### config.mk
export PLATFORM = sky130hd
export DESIGN_NAME = windowed_true_rms_meter_top
export DESIGN_NICKNAME = d
export VERILOG_FILES = /design/src/rtl/trm_pkg.sv /design/src/rtl/trm_div.sv /design/src/rtl/trm_sqrt.sv /design/src/rtl/trm_dp.sv /design/src/rtl/trm_ctrl.sv /design/src/rtl/windowed_true_rms_meter_top.sv
export VERILOG_INCLUDE_DIRS = /design/src /design/src/rtl
export SDC_FILE = /design/constraint.sdc
export NUM_CORES = 2
export LEC_CHECK = 0
export ABC_AREA = 1
export CAP_MARGIN = 20
export CORE_AREA = 3 3 363 545
export CTS_CLUSTER_SIZE = 16
export DETAILED_ROUTE_END_ITERATION = 8
export DIE_AREA = 0 0 366 548
export DONT_BUFFER_PORTS = 1
export PLACE_DENSITY = 0.39
export SYNTH_ARGS = -nofsm -noshare
export SYNTH_HDL_FRONTEND = slang
export SYNTH_SLANG_ARGS = --single-unit
### constraint.sdc
create_clock -name i_clk -period 8.51 [get_ports i_clk]
set_input_delay 0.4255 -clock i_clk [delete_from_list [all_inputs] [get_ports i_clk]]
set_output_delay 0.4255 -clock i_clk [all_outputs]
set_load 0.05 [all_outputs]
### src/rtl/assert_macros.svh
// ----------------------------------------------------------------------------
// assertion macros
// immediate-implication and next-cycle-implication checks for the rtl
// ----------------------------------------------------------------------------
`ifndef ASSERT_MACROS_SVH
`define ASSERT_MACROS_SVH

`ifndef SYNTHESIS
// same-cycle implication
`define ASSERT_IMPLIES(label, clk, rst_n, pre, post, msg) \
    label: assert property (@(posedge clk) disable iff (!rst_n) (pre) |-> (post)) \
        else $error(msg);
// next-cycle implication
`define ASSERT_NEXT(label, clk, rst_n, pre, post, msg) \
    label: assert property (@(posedge clk) disable iff (!rst_n) (pre) |=> (post)) \
        else $error(msg);
`else
`define ASSERT_IMPLIES(label, clk, rst_n, pre, post, msg)
`define ASSERT_NEXT(label, clk, rst_n, pre, post, msg)
`endif

`endif

### src/rtl/trm_pkg.sv
// ----------------------------------------------------------------------------
// trm_pkg
// shared constants, register indexes and controller/datapath interface types
// ----------------------------------------------------------------------------
package trm_pkg;

    // default build parameters
    localparam int SAMPLE_BITS_DEF = 12;
    localparam int MAX_WINDOW_DEF  = 4096;

    // configuration port
    localparam int CFG_IDX_W   = 2;
    localparam int CFG_DATA_W  = 24;
    localparam int CFG_LEN_W   = 13;
    localparam int CFG_AVG_W   = 8;
    localparam int CFG_SCALE_W = 24;

    localparam logic [CFG_IDX_W-1:0] CFG_WINDOW_LEN  = 2'd0;
    localparam logic [CFG_IDX_W-1:0] CFG_AVG_WINDOWS = 2'd1;
    localparam logic [CFG_IDX_W-1:0] CFG_MAINS_SCALE = 2'd2;

    localparam logic [CFG_LEN_W-1:0]   WINDOW_LEN_RST  = 13'd256;
    localparam logic [CFG_AVG_W-1:0]   AVG_WINDOWS_RST = 8'd1;
    localparam logic [CFG_SCALE_W-1:0] MAINS_SCALE_RST = 24'd65536;

    // result scaling
    localparam int MV_W     = 20;
    localparam int VSUM_W   = 28;
    localparam int MV_SHIFT = 24;   // q.8 rms times q8.16 gain
    localparam int SQ_FRAC  = 16;   // square sum scaled up before the divide
    localparam logic [MV_W-1:0] MV_MAX = 20'hFFFFF;

    // divider operand select
    typedef logic [1:0] t_div_sel;
    localparam t_div_sel DIV_MEAN = 2'd0;
    localparam t_div_sel DIV_SQ   = 2'd1;
    localparam t_div_sel DIV_AVG  = 2'd2;

    typedef struct packed {
        logic     accept;
        logic     acc_sq;
        logic     div_start;
        t_div_sel div_sel;
        logic     cal_end;
        logic     mean_latch;
        logic     sqrt_start;
        logic     mul;
        logic     rnd;
        logic     win_close;
        logic     avg_latch;
        logic     emit;
    } t_cmd;

    typedef struct packed {
        logic win_end;
        logic grp_end;
        logic calib;
        logic div_done;
        logic sqrt_done;
        logic out_free;
    } t_status;

endpackage

### src/rtl/trm_div.sv
// ----------------------------------------------------------------------------
// trm_div
// restoring unsigned divider, one quotient bit per cycle
// ----------------------------------------------------------------------------
module trm_div #(
    parameter int DW = 53,
    parameter int VW = 13
) (
    input  logic          i_clk,
    input  logic          i_rst_n,
    input  logic          i_start,
    input  logic [DW-1:0] i_dividend,
    input  logic [VW-1:0] i_divisor,
    output logic [DW-1:0] o_quotient,
    output logic          o_done
);

    localparam int CW = $clog2(DW + 1);

    logic [DW-1:0] r_q;
    logic [VW-1:0] r_rem;
    logic [VW-1:0] r_dvs;
    logic [CW-1:0] r_left;
    logic          r_busy;
    logic          r_done;

    logic [VW:0]   shifted;
    logic [VW:0]   diff;
    logic          ge;

    assign shifted = {r_rem, r_q[DW-1]};
    assign diff    = shifted - {1'b0, r_dvs};
    assign ge      = (shifted >= {1'b0, r_dvs});

    always_ff @(posedge i_clk) begin
        if (!i_rst_n) begin
            r_busy <= 1'b0;
            r_done <= 1'b0;
            r_left <= '0;
        end else begin
            r_done <= 1'b0;
            if (i_start) begin
                r_busy <= 1'b1;
                r_left <= CW'(DW);
            end else if (r_busy) begin
                r_left <= r_left - CW'(1);
                if (r_left == CW'(1)) begin
                    r_busy <= 1'b0;
                    r_done <= 1'b1;
                end
            end
        end
    end

    always_ff @(posedge i_clk) begin
        if (i_start) begin
            r_q   <= i_dividend;
            r_rem <= '0;
            r_dvs <= i_divisor;
        end else if (r_busy) begin
            r_rem <= ge ? diff[VW-1:0] : shifted[VW-1:0];
            r_q   <= {r_q[DW-2:0], ge};
        end
    end

    assign o_quotient = r_q;
    assign o_done     = r_done;

endmodule

### src/rtl/trm_sqrt.sv
// ----------------------------------------------------------------------------
// trm_sqrt
// floored integer square root, one root bit per cycle
// ----------------------------------------------------------------------------
module trm_sqrt #(
    parameter int IN_W = 40
) (
    input  logic              i_clk,
    input  logic              i_rst_n,
    input  logic              i_start,
    input  logic [IN_W-1:0]   i_radicand,
    output logic [IN_W/2-1:0] o_root,
    output logic              o_done
);

    localparam int K  = IN_W / 2;
    localparam int TW = K + 3;
    localparam int CW = $clog2(K + 1);

    logic [IN_W-1:0] r_x;
    logic [K:0]      r_rem;
    logic [K-1:0]    r_root;
    logic [CW-1:0]   r_left;
    logic            r_busy;
    logic            r_done;

    logic [TW-1:0]   trial;
    logic [TW-1:0]   test;
    logic [TW-1:0]   diff;
    logic            ge;

    // bring down the next two radicand bits and test root*4+1
    assign trial = {r_rem, r_x[IN_W-1 -: 2]};
    assign test  = TW'({r_root, 2'b01});
    assign diff  = trial - test;
    assign ge    = (trial >= test);

    always_ff @(posedge i_clk) begin
        if (!i_rst_n) begin
            r_busy <= 1'b0;
            r_done <= 1'b0;
            r_left <= '0;
        end else begin
            r_done <= 1'b0;
            if (i_start) begin
                r_busy <= 1'b1;
                r_left <= CW'(K);
            end else if (r_busy) begin
                r_left <= r_left - CW'(1);
                if (r_left == CW'(1)) begin
                    r_busy <= 1'b0;
                    r_done <= 1'b1;
                end
            end
        end
    end

    always_ff @(posedge i_clk) begin
        if (i_start) begin
            r_x    <= i_radicand;
            r_rem  <= '0;
            r_root <= '0;
        end else if (r_busy) begin
            r_x    <= {r_x[IN_W-3:0], 2'b00};
            r_rem  <= ge ? diff[K:0] : trial[K:0];
            r_root <= {r_root[K-2:0], ge};
        end
    end

    assign o_root = r_root;
    assign o_done = r_done;

endmodule

### src/rtl/trm_dp.sv
// ----------------------------------------------------------------------------
// trm_dp
// datapath: configuration, window accumulators, shared divider, root,
// scaling and the result register
// ----------------------------------------------------------------------------
module trm_dp #(
    parameter int SAMPLE_BITS = 12,
    parameter int MAX_WINDOW  = 4096
) (
    input  logic                               i_clk,
    input  logic                               i_rst_n,
    input  trm_pkg::t_cmd                      i_cmd,
    output trm_pkg::t_status                   o_status,
    input  logic [SAMPLE_BITS-1:0]             i_sample,
    input  logic                               i_cfg_we,
    input  logic [trm_pkg::CFG_IDX_W-1:0]      i_cfg_index,
    input  logic [trm_pkg::CFG_DATA_W-1:0]     i_cfg_data,
    output logic                               o_result_valid,
    input  logic                               i_result_ready,
    output logic [trm_pkg::MV_W-1:0]           o_voltage_mv,
    output logic [SAMPLE_BITS-1:0]             o_zero_level,
    output logic                               o_saturated
);

    import trm_pkg::*;

    localparam int SB     = SAMPLE_BITS;
    localparam int CNT_W  = $clog2(MAX_WINDOW + 1);
    localparam int LC_W   = (CNT_W > CFG_LEN_W) ? CNT_W : CFG_LEN_W;
    localparam int LV_W   = SB + CNT_W;
    localparam int SQ_W   = 2 * SB + CNT_W;
    localparam int DIV_W  = SQ_W + SQ_FRAC;
    localparam int DVS_W  = (CNT_W > CFG_AVG_W) ? CNT_W : CFG_AVG_W;
    localparam int RQ_W   = 2 * SB + SQ_FRAC;
    localparam int RMS_W  = RQ_W / 2;
    localparam int PROD_W = RMS_W + CFG_SCALE_W;
    localparam int MVF_W  = PROD_W + 1 - MV_SHIFT;
    localparam int CMP_W  = (MVF_W > MV_W) ? MVF_W : MV_W;

    // configuration
    logic [CFG_LEN_W-1:0]   r_len;
    logic [CFG_AVG_W-1:0]   r_avgw;
    logic [CFG_SCALE_W-1:0] r_scale;

    // window and group state
    logic [SB-1:0]        r_zero;
    logic [SB-1:0]        r_off;
    logic                 r_calib;
    logic [CNT_W-1:0]     r_cnt;
    logic [SQ_W-1:0]      r_sq;
    logic [LV_W-1:0]      r_level;
    logic [CFG_AVG_W-1:0] r_wc;
    logic [VSUM_W-1:0]    r_vsum;
    logic                 r_sat_seen;
    logic                 r_out_valid;

    // payload
    logic [SB-1:0]     r_d;
    logic [SB-1:0]     r_zero_new;
    logic [PROD_W-1:0] r_prod;
    logic [MV_W-1:0]   r_mv;
    logic              r_mv_sat;
    logic [MV_W-1:0]   r_avg;
    logic [MV_W-1:0]   r_out_mv;
    logic [SB-1:0]     r_out_zero;
    logic              r_out_sat;

    logic                 win_start;
    logic [SB-1:0]        off_eff;
    logic [LC_W-1:0]      len_ext;
    logic [CNT_W-1:0]     len_eff;
    logic [CFG_AVG_W-1:0] navg_eff;
    logic [2*SB-1:0]      sq_term;
    logic [DIV_W-1:0]     div_dvd;
    logic [DVS_W-1:0]     div_dvs;
    logic [DIV_W-1:0]     div_q;
    logic                 div_done;
    logic [RMS_W-1:0]     root;
    logic                 sqrt_done;
    logic [PROD_W:0]      rnd_sum;
    logic [MVF_W-1:0]     mv_full;
    logic [VSUM_W-1:0]    avg_dvd;

    // zero level is latched on the first sample of each window
    assign win_start = (r_cnt == '0);
    assign off_eff   = win_start ? r_zero : r_off;

    // effective limits: zero length acts as one, long windows are capped
    assign len_ext = LC_W'(r_len);
    always_comb begin
        if (r_len == '0) begin
            len_eff = CNT_W'(1);
        end else if (len_ext > LC_W'(MAX_WINDOW)) begin
            len_eff = CNT_W'(MAX_WINDOW);
        end else begin
            len_eff = CNT_W'(len_ext);
        end
    end
    assign navg_eff = (r_avgw == '0) ? CFG_AVG_W'(1) : r_avgw;

    assign sq_term = r_d * r_d;
    assign avg_dvd = r_vsum + VSUM_W'(r_wc >> 1);

    always_comb begin
        unique case (i_cmd.div_sel)
            DIV_MEAN: begin
                div_dvd = DIV_W'(r_level);
                div_dvs = DVS_W'(r_cnt);
            end
            DIV_SQ: begin
                div_dvd = {r_sq, {SQ_FRAC{1'b0}}};
                div_dvs = DVS_W'(r_cnt);
            end
            DIV_AVG: begin
                div_dvd = DIV_W'(avg_dvd);
                div_dvs = DVS_W'(r_wc);
            end
            default: begin
                div_dvd = DIV_W'(r_level);
                div_dvs = DVS_W'(r_cnt);
            end
        endcase
    end

    trm_div #(
        .DW (DIV_W),
        .VW (DVS_W)
    ) u_div (
        .i_clk      (i_clk),
        .i_rst_n    (i_rst_n),
        .i_start    (i_cmd.div_start),
        .i_dividend (div_dvd),
        .i_divisor  (div_dvs),
        .o_quotient (div_q),
        .o_done     (div_done)
    );

    trm_sqrt #(
        .IN_W (RQ_W)
    ) u_sqrt (
        .i_clk      (i_clk),
        .i_rst_n    (i_rst_n),
        .i_start    (i_cmd.sqrt_start),
        .i_radicand (div_q[RQ_W-1:0]),
        .o_root     (root),
        .o_done     (sqrt_done)
    );

    // round half up to millivolts
    assign rnd_sum = {1'b0, r_prod} + ((PROD_W + 1)'(1) << (MV_SHIFT - 1));
    assign mv_full = rnd_sum[PROD_W:MV_SHIFT];

    always_ff @(posedge i_clk) begin
        if (!i_rst_n) begin
            r_len       <= WINDOW_LEN_RST;
            r_avgw      <= AVG_WINDOWS_RST;
            r_scale     <= MAINS_SCALE_RST;
            r_zero      <= '0;
            r_off       <= '0;
            r_calib     <= 1'b0;
            r_cnt       <= '0;
            r_sq        <= '0;
            r_level     <= '0;
            r_wc        <= '0;
            r_vsum      <= '0;
            r_sat_seen  <= 1'b0;
            r_out_valid <= 1'b0;
        end else begin
            if (i_cfg_we) begin
                unique case (i_cfg_index)
                    CFG_WINDOW_LEN:  r_len   <= i_cfg_data[CFG_LEN_W-1:0];
                    CFG_AVG_WINDOWS: r_avgw  <= i_cfg_data[CFG_AVG_W-1:0];
                    CFG_MAINS_SCALE: r_scale <= i_cfg_data[CFG_SCALE_W-1:0];
                    default: begin
                    end
                endcase
            end

            if (i_cmd.accept) begin
                r_off   <= off_eff;
                r_calib <= win_start ? (r_zero == '0) : r_calib;
                r_level <= r_level + LV_W'(i_sample);
                r_cnt   <= r_cnt + CNT_W'(1);
            end

            if (i_cmd.acc_sq && !r_calib) begin
                r_sq <= r_sq + SQ_W'(sq_term);
            end

            if (i_cmd.cal_end) begin
                r_zero  <= div_q[SB-1:0];
                r_calib <= 1'b0;
                r_cnt   <= '0;
                r_sq    <= '0;
                r_level <= '0;
            end

            if (i_cmd.win_close) begin
                r_zero     <= r_zero_new;
                r_vsum     <= r_vsum + VSUM_W'(r_mv);
                r_wc       <= r_wc + CFG_AVG_W'(1);
                r_sat_seen <= r_sat_seen | r_mv_sat;
                r_cnt      <= '0;
                r_sq       <= '0;
                r_level    <= '0;
            end

            if (i_cmd.emit) begin
                r_out_valid <= 1'b1;
                r_wc        <= '0;
                r_vsum      <= '0;
                r_sat_seen  <= 1'b0;
            end else if (i_result_ready) begin
                r_out_valid <= 1'b0;
            end
        end
    end

    always_ff @(posedge i_clk) begin
        if (i_cmd.accept) begin
            r_d <= (i_sample >= off_eff) ? (i_sample - off_eff) : (off_eff - i_sample);
        end
        if (i_cmd.mean_latch) begin
            r_zero_new <= div_q[SB-1:0];
        end
        if (i_cmd.mul) begin
            r_prod <= root * r_scale;
        end
        if (i_cmd.rnd) begin
            if (CMP_W'(mv_full) >= CMP_W'(MV_MAX)) begin
                r_mv     <= MV_MAX;
                r_mv_sat <= 1'b1;
            end else begin
                r_mv     <= MV_W'(mv_full);
                r_mv_sat <= 1'b0;
            end
        end
        if (i_cmd.avg_latch) begin
            r_avg <= (div_q > DIV_W'(MV_MAX)) ? MV_MAX : div_q[MV_W-1:0];
        end
        if (i_cmd.emit) begin
            r_out_mv   <= r_avg;
            r_out_zero <= r_zero;
            r_out_sat  <= r_sat_seen;
        end
    end

    assign o_status.win_end   = (r_cnt >= len_eff);
    assign o_status.grp_end   = (r_wc >= navg_eff);
    assign o_status.calib     = r_calib;
    assign o_status.div_done  = div_done;
    assign o_status.sqrt_done = sqrt_done;
    assign o_status.out_free  = !r_out_valid || i_result_ready;

    assign o_result_valid = r_out_valid;
    assign o_voltage_mv   = r_out_mv;
    assign o_zero_level   = r_out_zero;
    assign o_saturated    = r_out_sat;

endmodule

### src/rtl/trm_ctrl.sv
// ----------------------------------------------------------------------------
// trm_ctrl
// sequencer: sample accumulation, window-end arithmetic and result hand-off
// ----------------------------------------------------------------------------
module trm_ctrl (
    input  logic             i_clk,
    input  logic             i_rst_n,
    input  logic             i_sample_valid,
    output logic             o_sample_ready,
    input  trm_pkg::t_status i_status,
    output trm_pkg::t_cmd    o_cmd
);

    import trm_pkg::*;

    localparam logic [3:0] S_IDLE      = 4'd0;
    localparam logic [3:0] S_ACC       = 4'd1;
    localparam logic [3:0] S_MEAN_GO   = 4'd2;
    localparam logic [3:0] S_MEAN_WAIT = 4'd3;
    localparam logic [3:0] S_SQ_GO     = 4'd4;
    localparam logic [3:0] S_SQ_WAIT   = 4'd5;
    localparam logic [3:0] S_ROOT      = 4'd6;
    localparam logic [3:0] S_MUL       = 4'd7;
    localparam logic [3:0] S_RND       = 4'd8;
    localparam logic [3:0] S_WCLOSE    = 4'd9;
    localparam logic [3:0] S_GCHK      = 4'd10;
    localparam logic [3:0] S_AVG_GO    = 4'd11;
    localparam logic [3:0] S_AVG_WAIT  = 4'd12;
    localparam logic [3:0] S_EMIT      = 4'd13;

    logic [3:0] r_state;
    logic [3:0] n_state;

    assign o_sample_ready = (r_state == S_IDLE);

    always_comb begin
        n_state = r_state;
        o_cmd   = '0;
        o_cmd.div_sel = DIV_MEAN;
        unique case (r_state)
            S_IDLE: begin
                if (i_sample_valid) begin
                    o_cmd.accept = 1'b1;
                    n_state = S_ACC;
                end
            end
            S_ACC: begin
                o_cmd.acc_sq = 1'b1;
                n_state = i_status.win_end ? S_MEAN_GO : S_IDLE;
            end
            S_MEAN_GO: begin
                o_cmd.div_start = 1'b1;
                o_cmd.div_sel   = DIV_MEAN;
                n_state = S_MEAN_WAIT;
            end
            S_MEAN_WAIT: begin
                if (i_status.div_done) begin
                    if (i_status.calib) begin
                        o_cmd.cal_end = 1'b1;
                        n_state = S_IDLE;
                    end else begin
                        o_cmd.mean_latch = 1'b1;
                        n_state = S_SQ_GO;
                    end
                end
            end
            S_SQ_GO: begin
                o_cmd.div_start = 1'b1;
                o_cmd.div_sel   = DIV_SQ;
                n_state = S_SQ_WAIT;
            end
            S_SQ_WAIT: begin
                if (i_status.div_done) begin
                    o_cmd.sqrt_start = 1'b1;
                    n_state = S_ROOT;
                end
            end
            S_ROOT: begin
                if (i_status.sqrt_done) begin
                    n_state = S_MUL;
                end
            end
            S_MUL: begin
                o_cmd.mul = 1'b1;
                n_state = S_RND;
            end
            S_RND: begin
                o_cmd.rnd = 1'b1;
                n_state = S_WCLOSE;
            end
            S_WCLOSE: begin
                o_cmd.win_close = 1'b1;
                n_state = S_GCHK;
            end
            S_GCHK: begin
                n_state = i_status.grp_end ? S_AVG_GO : S_IDLE;
            end
            S_AVG_GO: begin
                o_cmd.div_start = 1'b1;
                o_cmd.div_sel   = DIV_AVG;
                n_state = S_AVG_WAIT;
            end
            S_AVG_WAIT: begin
                if (i_status.div_done) begin
                    o_cmd.avg_latch = 1'b1;
                    n_state = S_EMIT;
                end
            end
            S_EMIT: begin
                if (i_status.out_free) begin
                    o_cmd.emit = 1'b1;
                    n_state = S_IDLE;
                end
            end
            default: begin
                n_state = S_IDLE;
            end
        endcase
    end

    always_ff @(posedge i_clk) begin
        if (!i_rst_n) begin
            r_state <= S_IDLE;
        end else begin
            r_state <= n_state;
        end
    end

endmodule

### src/rtl/windowed_true_rms_meter_top.sv
// ----------------------------------------------------------------------------
// windowed_true_rms_meter_top
// true-rms mains meter with tracked zero level, windowed and averaged.
// each sample transfer is accepted, then squared and accumulated before the
// next transfer. the last sample of a window starts two passes through the
// shared one-bit-per-cycle restoring divider, DW = 2*SAMPLE_BITS +
// clog2(MAX_WINDOW+1) + 16 bits wide (53 at defaults), for the window mean,
// then scaled square sum over count, and one pass of the one-bit-per-cycle
// root unit. a calibration window (zero level still 0) ends after the mean
// divide only. the last window of a group adds a third divider pass for the
// rounded average. samples are taken while a finished result waits in the
// output register; a new group result waits for that register to be freed.
// ----------------------------------------------------------------------------
`include "assert_macros.svh"

module windowed_true_rms_meter_top #(
    parameter int SAMPLE_BITS = trm_pkg::SAMPLE_BITS_DEF,
    parameter int MAX_WINDOW  = trm_pkg::MAX_WINDOW_DEF
) (
    input  logic                           i_clk,
    input  logic                           i_rst_n,
    // sample input channel
    input  logic                           i_sample_valid,
    output logic                           o_sample_ready,
    input  logic [SAMPLE_BITS-1:0]         i_sample,
    // result channel
    output logic                           o_result_valid,
    input  logic                           i_result_ready,
    output logic [trm_pkg::MV_W-1:0]       o_voltage_mv,
    output logic [SAMPLE_BITS-1:0]         o_zero_level,
    output logic                           o_saturated,
    // register write port
    input  logic                           i_cfg_we,
    input  logic [trm_pkg::CFG_IDX_W-1:0]  i_cfg_index,
    input  logic [trm_pkg::CFG_DATA_W-1:0] i_cfg_data
);

    import trm_pkg::*;

    // command and status between sequencer and datapath
    t_cmd    cmd;
    t_status status;

    // sequencer: owns the sample handshake and the window-end order
    trm_ctrl u_ctrl (
        .i_clk          (i_clk),
        .i_rst_n        (i_rst_n),
        .i_sample_valid (i_sample_valid),
        .o_sample_ready (o_sample_ready),
        .i_status       (status),
        .o_cmd          (cmd)
    );

    // datapath: registers, accumulators, divider, root, scaling, output stage
    trm_dp #(
        .SAMPLE_BITS (SAMPLE_BITS),
        .MAX_WINDOW  (MAX_WINDOW)
    ) u_dp (
        .i_clk          (i_clk),
        .i_rst_n        (i_rst_n),
        .i_cmd          (cmd),
        .o_status       (status),
        .i_sample       (i_sample),
        .i_cfg_we       (i_cfg_we),
        .i_cfg_index    (i_cfg_index),
        .i_cfg_data     (i_cfg_data),
        .o_result_valid (o_result_valid),
        .i_result_ready (i_result_ready),
        .o_voltage_mv   (o_voltage_mv),
        .o_zero_level   (o_zero_level),
        .o_saturated    (o_saturated)
    );

    // after a transfer the next cycle is always the accumulate cycle
    `ASSERT_NEXT(a_accept_then_acc, i_clk, i_rst_n, cmd.accept, !o_sample_ready && cmd.acc_sq, "sample transfer not followed by accumulate")
    // a group result never overwrites one still waiting
    `ASSERT_IMPLIES(a_emit_free, i_clk, i_rst_n, cmd.emit, status.out_free, "result emitted over a waiting result")
    // closing a window restarts the sample count
    `ASSERT_NEXT(a_close_clears, i_clk, i_rst_n, cmd.win_close, !status.win_end, "window still ended after close")
    // an emitted result is presented in the following cycle
    `ASSERT_NEXT(a_emit_valid, i_clk, i_rst_n, cmd.emit, o_result_valid, "emitted result not presented")

endmodule

==> flow_metrics.tcl <==
set metrics [dict create \
    status "complete, no violations" \
    criticalPathCategory "flip-flop to flip-flop" \
    power_density_nw_per_um2 224 \
    max-vdd-ir-drop_mv 0.322 \
    cp-startpoint "u_dp.u_sqrt.o_root[6]$_SDFFE_PP0P_" \
    ys_top_cells_by_count "1563 x nand2_1, 1427 x inv_1, 496 x fa_1" \
    synth_cell_types 62 \
    yosysTopAreaCellShare_pct 20.6 \
    placed_area_um2 51200 \
    grt_overflow 0 \
    tightest_slew_ns 1.11 \
    fin_crit_ns 7.29 \
    grt_pass1_wl_um 255000 \
    cp_cell_sequence "buf_4 > nand2_1 > fa_1 > fa_1 > fa_1 > inv_1 > fa_1 > fa_1 > fa_1 > inv_1 > fa_1 > inv_1 > ha_1 > a21oi_1 > o21a_1 > a21boi_0 > o21ai_0 > nand2_1 > nand3_1 > nand2_1 > nand2_1" \
    critPathBufInv 4 \
    synth-warning-count 0 \
    hp-class "input port to flip-flop" \
    synth.largest_area_cell "fa_1" \
    fmax_ghz 0.137 \
    clkSinkCount 481 \
    gp_congestion 0.886 \
    fin_area_um2 53700 \
    critPathSlowestCell "dfxtp_1" \
    setup-violations-final 0 \
    syn_to_final_growth_pct 11.4 \
    cpLargestDelayFamily "adder cells" \
    cts_root_buf "clkbuf_16" \
    dr.pass1.iters 6 \
    io_pins 78 \
    drv_slew 0 \
    nets 7248 \
    drt-total-wl_um 167000 \
    worst_r2r_startpoint "u_dp.u_sqrt.o_root[6]$_SDFFE_PP0P_" \
    clk_latency_ns 0.73 \
    crit_fanout 17 \
    ys_seq_elements 481 \
    yosysMostFrequentCell "nand2_1" \
    cts.clk_slew.worst_paths_ns 0.07 \
    critPathRequiredTime_ns 8.95 \
    h-tree-depth 2 \
    cts.repair.resized 0 \
    avgSynthCellArea_um2 7.52 \
    critPathArrivalTime_ns 7.73 \
    leakagePower_nw 27.4 \
    vias_per_cell 4.43 \
    clock_tree.buffer_depth 3 \
    die_w_um 366 \
    ant_nets 0 \
    drv_cap 0 \
    core_area_um2 194000 \
    synthFlopType "dfxtp_1" \
    yosysSeqAreaShare_pct 24.6 \
    first_global_vias 42400 \
    report.power.total_mw 12.0 \
    layout-drive-gt1-share_pct 4.15 \
    end_kind "flip-flop" \
    post_cts_buffers 0 \
    drtIter0Drc 2291 \
    dieArea_um2 201000 \
    placementRows 198 \
    path_common_cell "fa_1" \
    async_reset_ff_share_pct 0 \
    stdcell_count 9020 \
    placed_cells 8871 \
    slew-limit-headroom_pct 26.0 \
    die_y_um 548 \
    post-dp-hpwl_um 134000 \
    postCtsHoldBufs 28 \
    min_period_over_period_pct 85.6 \
    synth_edf_count 225 \
    synthTopCellsByArea "fa_1 21%, edfxtp_1 14%, nand2_1 12%" \
    rsz0062_at_grt "no" \
    synthCells 6420 \
    tns_ns 0 \
    crit_path_max_incr_delay_ns 0.82 \
    vias 40000 \
    fin_skew_ns 0.0647 \
    track_usage_pct 16.5 \
    hold_viol 0 \
    cts_tree "done" \
    start_util_pct 24.9 \
    drc 0 \
    numCtsBuffers 60 \
    min_from "i_rst_n" \
    port_buffers 0 \
    syn_nets 7304 \
    syn_area_um2 48200 \
    wl_per_cell_um 18.5 \
    grt_max_degree 85 \
    antenna_found_initial 9 \
    worstSetupStartpointType "flip-flop" \
]
-- cell usage in the layout (no fill, tap or decap), types with 225 or more instances in the layout --
cell,count
ha_1,345
a21oi_1,322
fa_1,496
nor2_1,455
inv_1,1426
o21ai_0,287
nand3_1,292
nand2_1,1562
edfxtp_1,225
dfxtp_1,255
-- cell type report --
class / instances / area [µm²]
fillers: 21400 / 140000
diodes: 4 / 10.0
clock inverters: 36 / 438
flip-flops and latches: 481 / 11900
clock buffers: 78 / 1700
well taps: 2600 / 3250
multi-input cells: 4264 / 30000
repair buffers: 118 / 1060
inverters: 1439 / 5400
-- power breakdown --
part           internal [mW]  leakage (nW)  switching [mW]  total (mW)
Sequential              2.55          4.03           0.172        2.72
Combinational           2.29          22.3            4.21        6.50
Clock                   1.61          1.04            1.20        2.81
-- cell families after synthesis --
family / share of synthesized area (%)
AO/OA/AOI/OAI: 9.02
XOR/XNOR: 1.71
adder cells (fa/ha/maj): 29.5
buffers and inverters: 13.3
flip-flops: 24.6
multiplexers: 0.0233
AND/OR/NAND/NOR: 21.8
-- worst paths after layout --
check	slack [ns]	end	cells past startpoint
setup reg to reg	1.22	u_dp.r_prod[40]$_DFFE_PP_	21
hold / removal	0.07	u_dp.len_ext[8]$_SDFFE_PN1P_	2
hold reg to reg	0.42	u_dp.o_voltage_mv[19]$_DFFE_PP_	0
setup / recovery	1.22	u_dp.r_prod[40]$_DFFE_PP_	21
-- per-layer routing --
layer | global-route usage [%] | vias up | part of all wire [%]
li1 | - | 19700 | -
met1 | 18.2 | 19400 | 39
met2 | 32.4 | 614 | 55
met3 | 1.71 | 232 | 2.9
met4 | 6.07 | 2 | 4.0
met5 | 0 | - | 0.0078
-- metrics by stage --
| step | hold WS, ns | util, % | worst slack (ns) |
|---|---|---|---|
| 4_1_cts | 0.0266 | 27.7 | 1.01 |
| 3_5_place_dp | 0.407 | 26.4 | 1.00 |
| 3_3_place_gp | 0.407 | 26.4 | 1.07 |
| 2_1_floorplan | 0.400 | - | 2.31 |
| 6_report | 0.0695 | 27.7 | 1.22 |
| 5_1_grt | 0.0658 | 27.7 | 0.864 |
-- state kept, by name, indices dropped and copies added (netlist names), 21 cells and up --
signal / count
u_dp.r_vsum: 28
u_dp.r_scale: 24
u_dp.u_sqrt.r_rem: 21
u_dp.r_level: 25
u_dp.u_div.o_quotient: 53
u_dp.r_sq: 37
u_dp.u_sqrt.r_x: 40
u_dp.r_prod: 21
(Power assumes the default switching activity.)
